### src/rtl/fdmm_pkg.sv
// Shared constants, register codes and stage types for the frame difference motion mask.
package fdmm_pkg;

    localparam int FRAME_PIXELS = 65536;
    localparam int ADDR_W       = $clog2(FRAME_PIXELS);
    localparam int PIX_W        = 24;
    localparam int PROD_W       = 22;
    localparam int GRAY_SHIFT   = 14;
    localparam int HIST_DEPTH   = 3;
    localparam int PADDR_W      = 5;
    localparam int CFG_IDX_W    = PADDR_W - 2;

    localparam logic [13:0]       GRAY_WB    = 14'd1868;
    localparam logic [13:0]       GRAY_WG    = 14'd9617;
    localparam logic [13:0]       GRAY_WR    = 14'd4899;
    localparam logic [PROD_W-1:0] GRAY_ROUND = PROD_W'(8192);
    localparam logic [7:0]        MARK_ON    = 8'hFF;

    localparam logic [CFG_IDX_W-1:0] REG_USE_PIPELINE     = CFG_IDX_W'(0);
    localparam logic [CFG_IDX_W-1:0] REG_DIFF_THRESHOLD   = CFG_IDX_W'(1);
    localparam logic [CFG_IDX_W-1:0] REG_RESTRICT_TO_ZONE = CFG_IDX_W'(2);
    localparam logic [CFG_IDX_W-1:0] REG_SELECTED_ZONE    = CFG_IDX_W'(3);
    localparam logic [CFG_IDX_W-1:0] REG_ADDITIVE         = CFG_IDX_W'(4);

    typedef struct packed {
        logic       use_pipeline;
        logic [7:0] diff_threshold;
        logic       restrict_to_zone;
        logic [7:0] selected_zone;
        logic       additive;
    } cfg_t;

    typedef struct packed {
        logic [ADDR_W-1:0] idx;
        logic [7:0]        blue;
        logic [7:0]        green;
        logic [7:0]        red;
        logic [7:0]        mask_in;
        logic [7:0]        zone;
        logic              is_static;
    } pix_t;

    typedef struct packed {
        logic [ADDR_W-1:0] idx;
        logic [7:0]        db;
        logic [7:0]        dg;
        logic [7:0]        dr;
        logic [7:0]        mask_in;
        logic [7:0]        zone;
        logic              is_static;
        logic [7:0]        two_back;
        logic [7:0]        gray_old;
    } s2_t;

    typedef struct packed {
        logic [ADDR_W-1:0] idx;
        logic [PROD_W-1:0] prod_b;
        logic [PROD_W-1:0] prod_g;
        logic [PROD_W-1:0] prod_r;
        logic [7:0]        mask_in;
        logic [7:0]        zone;
        logic              is_static;
        logic [7:0]        two_back;
        logic [7:0]        gray_old;
    } s3_t;

    typedef struct packed {
        logic              en;
        logic [ADDR_W-1:0] addr;
        logic [PIX_W-1:0]  data;
    } prior_wr_t;

    typedef struct packed {
        logic              en;
        logic [ADDR_W-1:0] addr;
        logic [7:0]        one_back;
        logic [7:0]        two_back;
    } mask_wr_t;

    typedef struct packed {
        logic              en;
        logic [ADDR_W-1:0] addr;
        logic [7:0]        gray;
    } gray_wr_t;

endpackage

### src/rtl/fdmm_diff.sv
// First stage: store forwarding, history and prior-frame writes, per-channel absolute difference.
module fdmm_diff import fdmm_pkg::*; (
    input  logic             aclk,
    input  logic             aresetn,
    input  logic             en,
    input  logic             s1_valid,
    input  pix_t             s1_pix,
    input  logic [PIX_W-1:0] prior_rd,
    input  logic [7:0]       one_rd,
    input  logic [7:0]       two_rd,
    input  logic [7:0]       gray_rd,
    input  cfg_t             cfg,
    output prior_wr_t        prior_wr,
    output mask_wr_t         mask_wr,
    output logic             s2_valid,
    output s2_t              s2
);

    prior_wr_t        prior_fw_reg;
    mask_wr_t         mask_fw_reg;
    logic             s2_valid_reg;
    s2_t              s2_reg;
    s2_t              s2_next;
    logic [PIX_W-1:0] prev;
    logic [7:0]       one_back;
    logic [7:0]       two_back;

    function automatic logic [7:0] absdiff8(input logic [7:0] a, input logic [7:0] b);
        absdiff8 = (a >= b) ? (a - b) : (b - a);
    endfunction

    always_comb begin
        // The write issued in the cycle this item was read is not yet in the RAM output.
        prev = (prior_fw_reg.en && prior_fw_reg.addr == s1_pix.idx) ? prior_fw_reg.data
                                                                     : prior_rd;
        if (mask_fw_reg.en && mask_fw_reg.addr == s1_pix.idx) begin
            one_back = mask_fw_reg.one_back;
            two_back = mask_fw_reg.two_back;
        end else begin
            one_back = one_rd;
            two_back = two_rd;
        end

        prior_wr.en   = en && s1_valid && !cfg.use_pipeline && !s1_pix.is_static;
        prior_wr.addr = s1_pix.idx;
        prior_wr.data = {s1_pix.red, s1_pix.green, s1_pix.blue};

        mask_wr.en       = en && s1_valid && cfg.use_pipeline && !s1_pix.is_static;
        mask_wr.addr     = s1_pix.idx;
        mask_wr.one_back = s1_pix.mask_in;
        mask_wr.two_back = one_back;

        s2_next.idx       = s1_pix.idx;
        s2_next.db        = absdiff8(s1_pix.blue,  prev[7:0]);
        s2_next.dg        = absdiff8(s1_pix.green, prev[15:8]);
        s2_next.dr        = absdiff8(s1_pix.red,   prev[23:16]);
        s2_next.mask_in   = s1_pix.mask_in;
        s2_next.zone      = s1_pix.zone;
        s2_next.is_static = s1_pix.is_static;
        s2_next.two_back  = two_back;
        s2_next.gray_old  = gray_rd;
    end

    always_ff @(posedge aclk) begin
        if (!aresetn) begin
            prior_fw_reg.en <= 1'b0;
            mask_fw_reg.en  <= 1'b0;
            s2_valid_reg    <= 1'b0;
        end else if (en) begin
            prior_fw_reg <= prior_wr;
            mask_fw_reg  <= mask_wr;
            s2_valid_reg <= s1_valid;
        end
    end

    always_ff @(posedge aclk) begin
        if (en && s1_valid) begin
            s2_reg <= s2_next;
        end
    end

    assign s2_valid = s2_valid_reg;
    assign s2       = s2_reg;

endmodule

### config.mk
export PLATFORM = sky130hd
export DESIGN_NAME = fdmm_diff
export DESIGN_NICKNAME = d
export VERILOG_FILES = /design/src/rtl/fdmm_pkg.sv /design/src/rtl/fdmm_diff.sv
export SDC_FILE = /design/constraint.sdc
export NUM_CORES = 1
export LEC_CHECK = 0
export BUFFER_PORTS_ARGS = -buffer_cell sky130_fd_sc_hd__buf_4
export CELL_PAD_IN_SITES_DETAIL_PLACEMENT = 1
export CELL_PAD_IN_SITES_GLOBAL_PLACEMENT = 1
export CORE_MARGIN = 3
export CORE_UTILIZATION = 38
export DETAILED_ROUTE_END_ITERATION = 10
export HOLD_SLACK_MARGIN = 0.06
export PLACE_DENSITY_LB_ADDON = 0.05
export SYNTH_ARGS = -nofsm -noshare
export SYNTH_HDL_FRONTEND = slang
export SYNTH_SLANG_ARGS = --single-unit
### constraint.sdc
create_clock -name aclk -period 5.96 [get_ports aclk]
set_input_delay 1.788 -clock aclk [delete_from_list [all_inputs] [get_ports aclk]]
set_output_delay 1.788 -clock aclk [all_outputs]
set_load 0.1 [all_outputs]
=== Word-level counts from Yosys, hierarchy flattened ===
Index checks and enable logic that the tools add are counted.

* Flip-flop bits (word level): 132
* Input port bits: 128
* Logic and storage cells: 42

* $add $sub $neg: 6
* $lt $le $gt $ge: 3
* Eq/ne operators: 1
* Mux-type cells: 6
* Reduce and logical (&&, ||, !) cells: 10

{| class="wikitable"
|+ Operators with widths
! kind !! number
|-
| $sub 8x8->8 || 6
|-
| $mux 8 || 5
|-
| $ge 8x8->1 || 3
|-
| $mux 24 || 1
|-
| $eq 16x16->1 || 1
|-
| $logic_and 1x1->1 || 7
|-
| $logic_not 1->1 || 2
|-
| $reduce_and 2->1 || 1
|}

=== Logic depth before layout (Yosys ltp) ===
Gate-level depths: netlist of the first run.

* Depth in word-level cells: 5
* Mapped depth: 16
* Depth with buffers taken out: 15

=== Least setup slack after synthesis of the first run ===
Ideal clock, no wire load.

* Kind: input port to output port
* Start: input en
* End: output mask_wr[32] (netlist name)
* Data arrival time: 4.142 ns
* Setup slack: 0.030 ns
* Cell stages on the path: 2
* Buffers on the path: 0
* Cell sequence: nand2_1 nor3b_1

{| class="wikitable"
|+ RTL lines
! what !! RTL line !! text
|-
| from (decl) || fdmm_diff.sv:5 || <nowiki>input logic en,</nowiki>
|-
| to (decl) || fdmm_diff.sv:14 || <nowiki>output mask_wr_t mask_wr,</nowiki>
|}

==> run metrics, run 1 <==
status=finished clean; Slew Viols, Final=0; Max Freq=181.9 MHz; syn_area_per_cell=13.56 um^2; drt wl/cell=18.38 um; commonest non-fill, non-tap cell in the layout=buf_4; synth warn=0; Worst EP arrival=3.71 ns; Die H=141.8 um; Final TNS setup=0 ns; Post-Synth Adder-Cell Area=9.748%; multiplexer share of the synthesized area=9.427%; synthesized flop and latch total=132; cells after synthesis=517; Ports=276; Crit Path Class=in -> out; Synth Area in Compound Gates=6.374%; Startpoint Class=primary input; EDFF count, synth=129; Fill cells=approximately 1900; PwrDens=330.5 mW/mm^2; Worst Setup End Kind=primary output; DIE AREA=roughly 0.02 mm^2; router iterations before antenna repair=4; asr flop ratio synth=0%; Clock Latency Late Sink=~0.4 ns; CTS tree=yes; number of flip-flops in the largest register=73; RSZ-0062 raised after global routing=no; Initial Utilization=between 30 and 40%; CTS resizes=0; Die Wd=about 140 um; Post-synth top flop=edfxtp_1; CP Max Fanout=16; sequential fraction of the synthesis area=56.13%; largest net degree at the start of global routing=47; vias per cell=4.775; Hold Vio Cnt, Final=0; antenna fix cells=0; final setup fails=0; Final Cycle Share=a little over 90%; Vias=between 4000 and 5000; Cell Area, Synth=0.007008 mm^2; total gr overflow=0; Post-CTS Repair Setup Buffers=0; Tmin final=approximately 5.5 ns; Total GRT Usage=~17%; FF-to-FF setup slack=1.82 ns; CP required=~4.2 ns; max capacitance violation total=0; area grow syn2layout=32.15%; Clock Tree Root=clkbuf_16; Final Non-Filler Cells=963; hold buffer count at cts=0; WL final=17700 um; vias in the first global route=about 4800; H-tree lvl count=4; I/O Buffers=approximately 260; HP Class=reg -> reg; gpl congestion=0.7916; clk slew on worst S/H paths=0.06 ns; DRT iter0 DRCs=166; share of cells above drive strength 1=46.19%; num rows=49; most frequent cells in the layout=buf_4 (260), edfxtp_1 (129), inv_1 (53), ha_1 (45), mux2_2 (40); Syn Nets=696; final setup margin=between 0.4 and 0.5 ns; Finished Core Util=51.38%; drt drc=0; Worst-Margin Slew=0.8477 ns; Cells after DPL=931; Synth Area in Simple Gates=3.249%; pre-CTS setup slack=approximately 0.19 ns; clk sink count=132; initial antenna violation count=0; clock buffer depth=2; NumNets Final=900; VDD IR-drop max=around 0.23 mV; Detail Route Antenna Nets=0; half-perimeter wire length after placement=13730 um; clk_skew=0.01128 ns; CTS Buf Count=17; Yosys cell types=39; Slew HR=43.49%; largest family of logic cells by synthesized area=buffers and inverters; Core Area=0.01802 mm^2; xor/xnor cell area share of the yosys netlist=4.249%; Static Leak=around 4 nW; Tot Pwr=slightly above 0.003 W; first-pass GRT wire length=26420 um
[cell type report]
type / instances / area [um^2] / area share [%]
Timing Repair Buffer: 260 / 1952 / 21.08
Clock buffer: 18 / 429.2 / 4.634
Tap cell: 229 / 286.5 / 3.094
Sequential cell: 132 / 3934 / 42.47
Multi-Input combinational cell: 256 / 2317 / 25.02
Inverter: 54 / 202.7 / 2.189
Clock inverter: 14 / 140.1 / 1.513
[per-stage QoR]
step / instance area [um^2] / hold slack (ns)
after floorplan: 7008 / 0.5246
after global placement: 8692 / 0.4725
after detailed placement: 8692 / 0.4887
after CTS: 9261 / 0.4973
after global routing: 9261 / 0.5274
final: 9261 / 0.4919
[worst max-delay path: stages]
cell     delay (ns)
buf_4          0.14
xnor2_1        0.17
nand4_1        0.15
nor4_2         0.44
nand2_2        0.37
mux2_2         0.36
buf_4          0.29
[Yosys cell counts (3+ instances only)]
cell,number,share of area (%)
edfxtp_1,129,55
buf_4,64,6.9
inv_1,54,2.9
ha_1,45,8.0
mux2_2,40,6.4
a21oi_1,31,2.2
xnor2_1,24,3.0
mux2i_1,21,3.0
a21o_1,10,1.1
nand2_1,10,0.54
xor2_1,10,1.2
o21ai_0,9,0.64
nand4_1,8,0.71
fa_1,6,1.7
o21bai_1,5,0.54
buf_6,4,0.64
clkbuf_1,4,0.21
a21boi_0,3,0.32
a221o_1,3,0.43
and2_1,3,0.27
buf_2,3,0.21
dfxtp_1,3,0.86
nor2b_1,3,0.27
[cells by family after synthesis]
group,after synthesis
AO/OA/AOI/OAI,70
XOR/XNOR,34
adder cells (fa/ha/maj),51
buffers and inverters,129
flip-flops,132
multiplexers,61
AND/OR/NAND/NOR,40
[layer usage]
layer,part of all wire [%],track usage [%],vias up
li1,-,-,2174
met1,44,21.77,2248
met2,49,29.28,166
met3,6.2,4.247,10
met4,0.93,3.838,0
met5,0,0,-
[worst paths after layout]
| check | endpoint | cells after the start | from |
|---|---|---|---|
| worst max-delay path | mask_wr[0] | 7 | s1_pix[55] |
| worst min-delay path | s2_valid | 2 | s2_valid |
| worst min register to register | s2_valid | 2 | s2_valid |
| worst max register to register | s2[37] | 14 | mask_fw_reg[18] |
[power breakdown]
group	switching, W	total, W	internal [W]
registers	0.0000208	0.00113	0.00111
logic	0.000689	0.000919	0.000231
clock network	0.000428	0.00101	0.000586
Power figures use the tool's default switching activity.
==> run 2, diff against run 1 <==
--- a/config.mk
+++ b/config.mk
@@ -8,11 +8,10 @@
 export BUFFER_PORTS_ARGS = -buffer_cell sky130_fd_sc_hd__buf_4
 export CELL_PAD_IN_SITES_DETAIL_PLACEMENT = 1
 export CELL_PAD_IN_SITES_GLOBAL_PLACEMENT = 1
-export CORE_MARGIN = 3
 export CORE_UTILIZATION = 38
 export DETAILED_ROUTE_END_ITERATION = 10
 export HOLD_SLACK_MARGIN = 0.06
-export PLACE_DENSITY_LB_ADDON = 0.05
+export PLACE_DENSITY_LB_ADDON = 0.1
 export SYNTH_ARGS = -nofsm -noshare
 export SYNTH_HDL_FRONTEND = slang
 export SYNTH_SLANG_ARGS = --single-unit
==> run metrics, run 2 (synthesis results as in run 1) <==
DIE AREA=0.01899 mm^2 (was 0.02011 mm^2); vias in the first global route=4674 (was 4778); CP required=4.17 ns (about the same); Cells after DPL=933 (was 931); Clock Tree Root=clkbuf_16 (unchanged); Clock Latency Late Sink=0.42 ns (was 0.41 ns); H-tree lvl count=4 (unchanged); CTS tree=yes (unchanged); Tmin final=5.454 ns (was 5.499 ns); Final Non-Filler Cells=965 (was 963); Die Wd=137.8 um (was 141.8 um); area grow syn2layout=33.10% (was 32.15%); Seq pwr share=36.0% (was 36.8%); CP Max Fanout=16 (unchanged); DRT iter0 DRCs=144 (was 166); clk slew on worst S/H paths=0.06 ns (about the same); Worst Setup End Kind=primary output (unchanged); Tot Pwr=0.003139 W (was 0.003061 W); first-pass GRT wire length=25380 um (was 26420 um); clock buffer depth=2 (unchanged); PwrDens=336.6 mW/mm^2 (was 330.5 mW/mm^2); net switching fraction of the power=36.03% (was 37.16%); CTS resizes=0 (unchanged); total gr overflow=0 (unchanged); Max Freq=183.4 MHz (was 181.9 MHz); Die H=137.8 um (was 141.8 um); Clk pwr share=34.9% (was 33.1%); Ports=276 (unchanged); Combinational Power Share=29.1% (was 30.0%); Detail Route Antenna Nets=0 (unchanged); Post-CTS Repair Setup Buffers=0 (unchanged); most frequent cells in the layout=buf_4 (262), edfxtp_1 (129), inv_1 (53), ha_1 (45), mux2_2 (40) (was buf_4 (260), edfxtp_1 (129), inv_1 (53), ha_1 (45), mux2_2 (40)); Critical Path Most Common Cell=buf_4 (unchanged); hold buffer count at cts=0 (unchanged); max capacitance violation total=0 (unchanged); Startpoint Class=primary input (unchanged); Hold Vio Cnt, Final=0 (unchanged); initial antenna violation count=0 (unchanged); vias per cell=4.752 (was 4.775); Slew HR=59.30% (was 43.49%); Worst-Margin Slew=0.6098 ns (was 0.8477 ns); Worst EP arrival=3.67 ns (was 3.71 ns); share of cells above drive strength 1=46.47% (was 46.19%); CP Cell Sequence=buf_4, xnor2_1, nand4_1, nor4_2, nand2_2, mux2_2, buf_4 (unchanged); HP Class=reg -> reg (unchanged); commonest non-fill, non-tap cell in the layout=buf_4 (unchanged); clk sink count=132 (unchanged); Final TNS setup=0 ns (unchanged); Core Area=0.01802 mm^2 (unchanged); antenna fix cells=0 (unchanged); half-perimeter wire length after placement=13040 um (was 13730 um); Vias=4586 (was 4598); Slowest-stage cell, CP=nor4_2 (unchanged); Crit Path Class=in -> out (unchanged); num rows=49 (unchanged); gpl congestion=0.8156 (was 0.7916); Initial Utilization=38.88% (unchanged); Final Cycle Share=91.51% (was 92.26%); router iterations before antenna repair=4 (unchanged); WL final=17000 um (was 17700 um); RSZ-0062 raised after global routing=no (unchanged); Placed Area=0.008708 mm^2 (was 0.008692 mm^2); P_sw=0.001131 W (was 0.001138 W); Slew Viols, Final=0 (unchanged); status=finished clean (unchanged); Total GRT Usage=18.10% (was 17.04%); Fill cells=1902 (was 1906); Static Leak=4.119 nW (was 4.069 nW); drt wl/cell=17.61 um (was 18.38 um); final instance area=0.009328 mm^2 (was 0.009261 mm^2); Cell Int Power=0.002008 W (was 0.001924 W); HP Start=s2_valid (unchanged); VDD IR-drop max=0.2044 mV (was 0.2312 mV); hold_ws=0.4934 ns (was 0.4919 ns); final setup fails=0 (unchanged); NumNets Final=902 (was 900); I/O Buffers=257 (unchanged); largest net degree at the start of global routing=46 (was 47); drt drc=0 (unchanged); Crit path largest cell delay=0.43 ns (was 0.44 ns); Critical Path Source=s1_pix[51] (was s1_pix[55]); clk_skew=0.01147 ns (was 0.01128 ns); CTS Buf Count=17 (unchanged); Critical R2R Launch=mask_fw_reg[26] (was mask_fw_reg[18]); number of flip-flops in the largest register=73 (unchanged)
==> run 2: cell count changes in the layout (fill, tap and decap cells not counted) <==
| cell | delta |
|---|---|
| inv_2 | -1 |
| clkinvlp_4 | -5 |
| clkinv_4 | +4 |
| clkbuf_1 | -1 |
| inv_6 | -1 |
| buf_4 | +2 |
| bufinv_16 | +2 |
| clkinv_2 | +2 |
==> run 2: cell type report <==
class	count	area, um^2	share of cell area [%]
well taps	229	286.5	3.072
multi-input cells	256	2317	24.84
flip-flops and latches	132	3934	42.17
inverters	54	203.9	2.186
clock inverters	15	193.9	2.079
clock buffers	17	425.4	4.561
repair buffers	262	1967	21.09
==> run 2: worst paths after layout <==
check / end / slack, ns / cells after the start
max: mask_wr[3] / 0.51 / 7
max reg2reg: s2[40] / 1.92 / 14
min reg2reg: s2_valid / 0.49 / 2
min: s2_valid / 0.49 / 2
==> run 2: worst max-delay path, delay by kind of cell <==
| kind | cells | cell delay, ns |
|---|---|---|
| simple gates | 3 | 0.89 |
| buf+inv | 2 | 0.43 |
| mux | 1 | 0.37 |
| xor+xnor | 1 | 0.17 |
==> run 2: per-layer routing <==
metal  vias to the layer above  GRT usage [%]  part of all wire, %
li1                       2190              -                    -
met1                      2228          22.14                   41
met2                       155          31.71                   52
met3                        13          3.606                  5.7
met4                         0          5.978                 0.99
met5                         -              0                    0
==> run 2: metrics by stage <==
step / utilization [%] / worst slack (ns)
after floorplan: - / 0.03018
after detailed placement: 48.31 / 0.3276
after CTS: 51.75 / 0.4496
final: 51.75 / 0.5060
after global routing: 51.75 / 0.3037
after global placement: 48.31 / 0.3679
==> run 2: power groups by stage <==
stage          combinational (W)  sequential [W]  clock (W)
2_1_floorplan           0.000416         0.00145          0
3_3_place_gp            0.000908         0.00115          0
3_5_place_dp            0.000920         0.00115          0
4_1_cts                 0.000922         0.00113    0.00113
5_1_grt                 0.000959         0.00114    0.00117
6_report                0.000914         0.00113    0.00110
==> run 3, diff against run 2 <==
--- a/config.mk
+++ b/config.mk
@@ -8,7 +8,7 @@
 export BUFFER_PORTS_ARGS = -buffer_cell sky130_fd_sc_hd__buf_4
 export CELL_PAD_IN_SITES_DETAIL_PLACEMENT = 1
 export CELL_PAD_IN_SITES_GLOBAL_PLACEMENT = 1
-export CORE_UTILIZATION = 38
+export CORE_UTILIZATION = 35
 export DETAILED_ROUTE_END_ITERATION = 10
 export HOLD_SLACK_MARGIN = 0.06
 export PLACE_DENSITY_LB_ADDON = 0.1
==> constraint.sdc (replaced) <==
create_clock -name aclk -period 4.7 [get_ports aclk]
set_input_delay 1.41 -clock aclk [delete_from_list [all_inputs] [get_ports aclk]]
set_output_delay 1.41 -clock aclk [all_outputs]
set_load 0.1 [all_outputs]
==> run metrics, run 3 (synthesis results as in run 1) <==
Slew HR=48.26% (was 59.30%); area grow syn2layout=39.60% (was 33.10%); Total GRT Usage=17.71% (was 18.10%); vias per cell=4.548 (was 4.752); final setup margin=0.1261 ns (was 0.5060 ns); clk slew on worst S/H paths=0.06 ns (about the same); CP required=3.29 ns (was 4.17 ns); Seq pwr share=36.1% (was 36.0%); clock buffer depth=2 (unchanged); met3 WL=1140 um (was 965 um); Worst EP arrival=3.16 ns (was 3.67 ns); most frequent cells in the layout=buf_4 (303), edfxtp_1 (129), inv_1 (53), ha_1 (45), mux2_2 (40) (was buf_4 (262), edfxtp_1 (129), inv_1 (53), ha_1 (45), mux2_2 (40)); status=finished clean (unchanged); vias in the first global route=4933 (was 4674); Max Freq=~220 MHz; Final Cycle Share=97.32%; total gr overflow=0 (unchanged); WL final=18130 um (was 17000 um); clk_skew=0.009828 ns (was 0.01147 ns); half-perimeter wire length after placement=14300 um (was 13040 um); Startpoint Class=primary input (unchanged); Multi-input gate area=0.002333 mm^2 (was 0.002317 mm^2); Min-Delay Path Depth=2 (unchanged); CTS resizes=0 (unchanged); VDD IR-drop max=0.2403 mV (was 0.2044 mV); largest net degree at the start of global routing=35 (was 46); P_sw=0.001477 W (was 0.001131 W); hold_ws=0.4994 ns (was 0.4934 ns); CTS Buf Count=17 (unchanged); pre-CTS setup slack=-0.3785 ns (was 0.3276 ns); number of flip-flops in the largest register=73 (unchanged); I/O Buffers=257 (unchanged); Cells after DPL=1019 (was 933); Ports=276 (unchanged); CTS tree=yes (unchanged); hold buffer count at cts=0 (unchanged); DRT iter0 DRCs=138 (was 144); Worst Setup End Kind=primary output (unchanged); DIE AREA=0.02059 mm^2 (was 0.01899 mm^2); RSZ-0062 raised after global routing=yes (was no); Hold Vio Cnt, Final=0 (unchanged); first-pass GRT wire length=26900 um (was 25380 um); commonest non-fill, non-tap cell in the layout=buf_4 (unchanged); Clk pwr share=33.4% (was 34.9%); initial antenna violation count=0 (unchanged); PwrDens=404.9 mW/mm^2 (was 336.6 mW/mm^2); max capacitance violation total=0 (unchanged); NumNets Final=952 (was 902); Fill cells=2093 (was 1902); final setup fails=0 (unchanged); drt wl/cell=17.25 um (was 17.61 um); Cell Int Power=0.002485 W (was 0.002008 W); share of cells above drive strength 1=50.51% (was 46.47%); Worst-Margin Slew=0.7761 ns (was 0.6098 ns); Die H=143.5 um (was 137.8 um); drt drc=0 (unchanged); num rows=51 (was 49); Combinational Power Share=30.5% (was 29.1%); Final Non-Filler Cells=1051 (was 965); net switching fraction of the power=37.28% (was 36.03%); routed wl met2=8989 um (was 8835 um); router iterations before antenna repair=4 (unchanged); max layer used=met4 (unchanged); Clock Tree Root=clkbuf_16 (unchanged); gpl congestion=0.7697 (was 0.8156); H-tree lvl count=4 (unchanged); Slew Viols, Final=0 (unchanged); reg2reg path depth=15 (was 14); clk sink count=132 (unchanged); CP Max Fanout=16 (unchanged); antenna fix cells=0 (unchanged); metal1 wirelength=7701 um (was 7026 um); Final TNS setup=0 ns (unchanged); FF+latch area=0.003934 mm^2 (unchanged); Die Wd=143.5 um (was 137.8 um); Static Leak=4.355 nW (was 4.119 nW); Detail Route Antenna Nets=0 (unchanged); Crit Path Class=in -> out (unchanged); Initial Utilization=35.89% (was 38.88%); HP Class=reg -> reg (unchanged); Tmin final=4.574 ns; Post-CTS Repair Setup Buffers=0 (unchanged); Core Area=0.01953 mm^2 (was 0.01802 mm^2); Clock Latency Late Sink=0.42 ns (about the same); Vias=4780 (was 4586)
-- run 3: cell types whose count changed in the layout (fill, tap and decap cells not counted), sizes merged --
cell      delta
inv          +2
bufinv       -2
buf         +50
clkinvlp     +3
clkinv       -3
-- run 3: final timing paths --
path	start	to	slack, ns
max	s1_pix[44]	mask_wr[7]	0.13
min	s2_valid	s2_valid	0.50
max reg2reg	mask_fw_reg[19]	s2[38]	0.85
min reg2reg	s2_valid	s2_valid	0.50
-- run 3: through the flow --
stage                     power (W)  area, um^2  utilization (%)
final                      0.003961        9783            50.10
after global routing       0.004103        9783            50.10
after global placement     0.002649        9164            46.93
after detailed placement   0.002669        9164            46.93
after floorplan            0.002369        7018                -
after CTS                  0.004007        9751            49.94
-- run 3: area by class of cell --
class	count	share of cell area [%]
clock buffer	17	4.348
clock inverter	15	1.650
inverter	54	2.085
multi-input combinational	256	23.85
sequential	132	40.21
tap	265	3.389
timing repair buffer	312	24.47
-- run 3: power groups by stage --
stage	combinational, W	sequential, W	clock (W)
after global routing	0.00127	0.00144	0.00140
after detailed placement	0.00121	0.00146	0
after floorplan	0.000528	0.00184	0
after global placement	0.00120	0.00145	0
after CTS	0.00122	0.00143	0.00136
final	0.00121	0.00143	0.00132
-- run 3: critical path, stage by stage --
cell     delay (ns)
buf_4          0.12
xnor2_1        0.16
nand4_1        0.15
nor4_2         0.32
buf_4          0.16
buf_4          0.10
nand2_2        0.06
buf_12         0.16
mux2_2         0.28
buf_4          0.23
-- run 3: routing by layer --
metal  up-vias  global-route usage, %
met1      2299                  21.60
li1       2287                      -
met3        21                  4.165
met5         -                      0
met2       173                  30.48
met4         0                  6.215
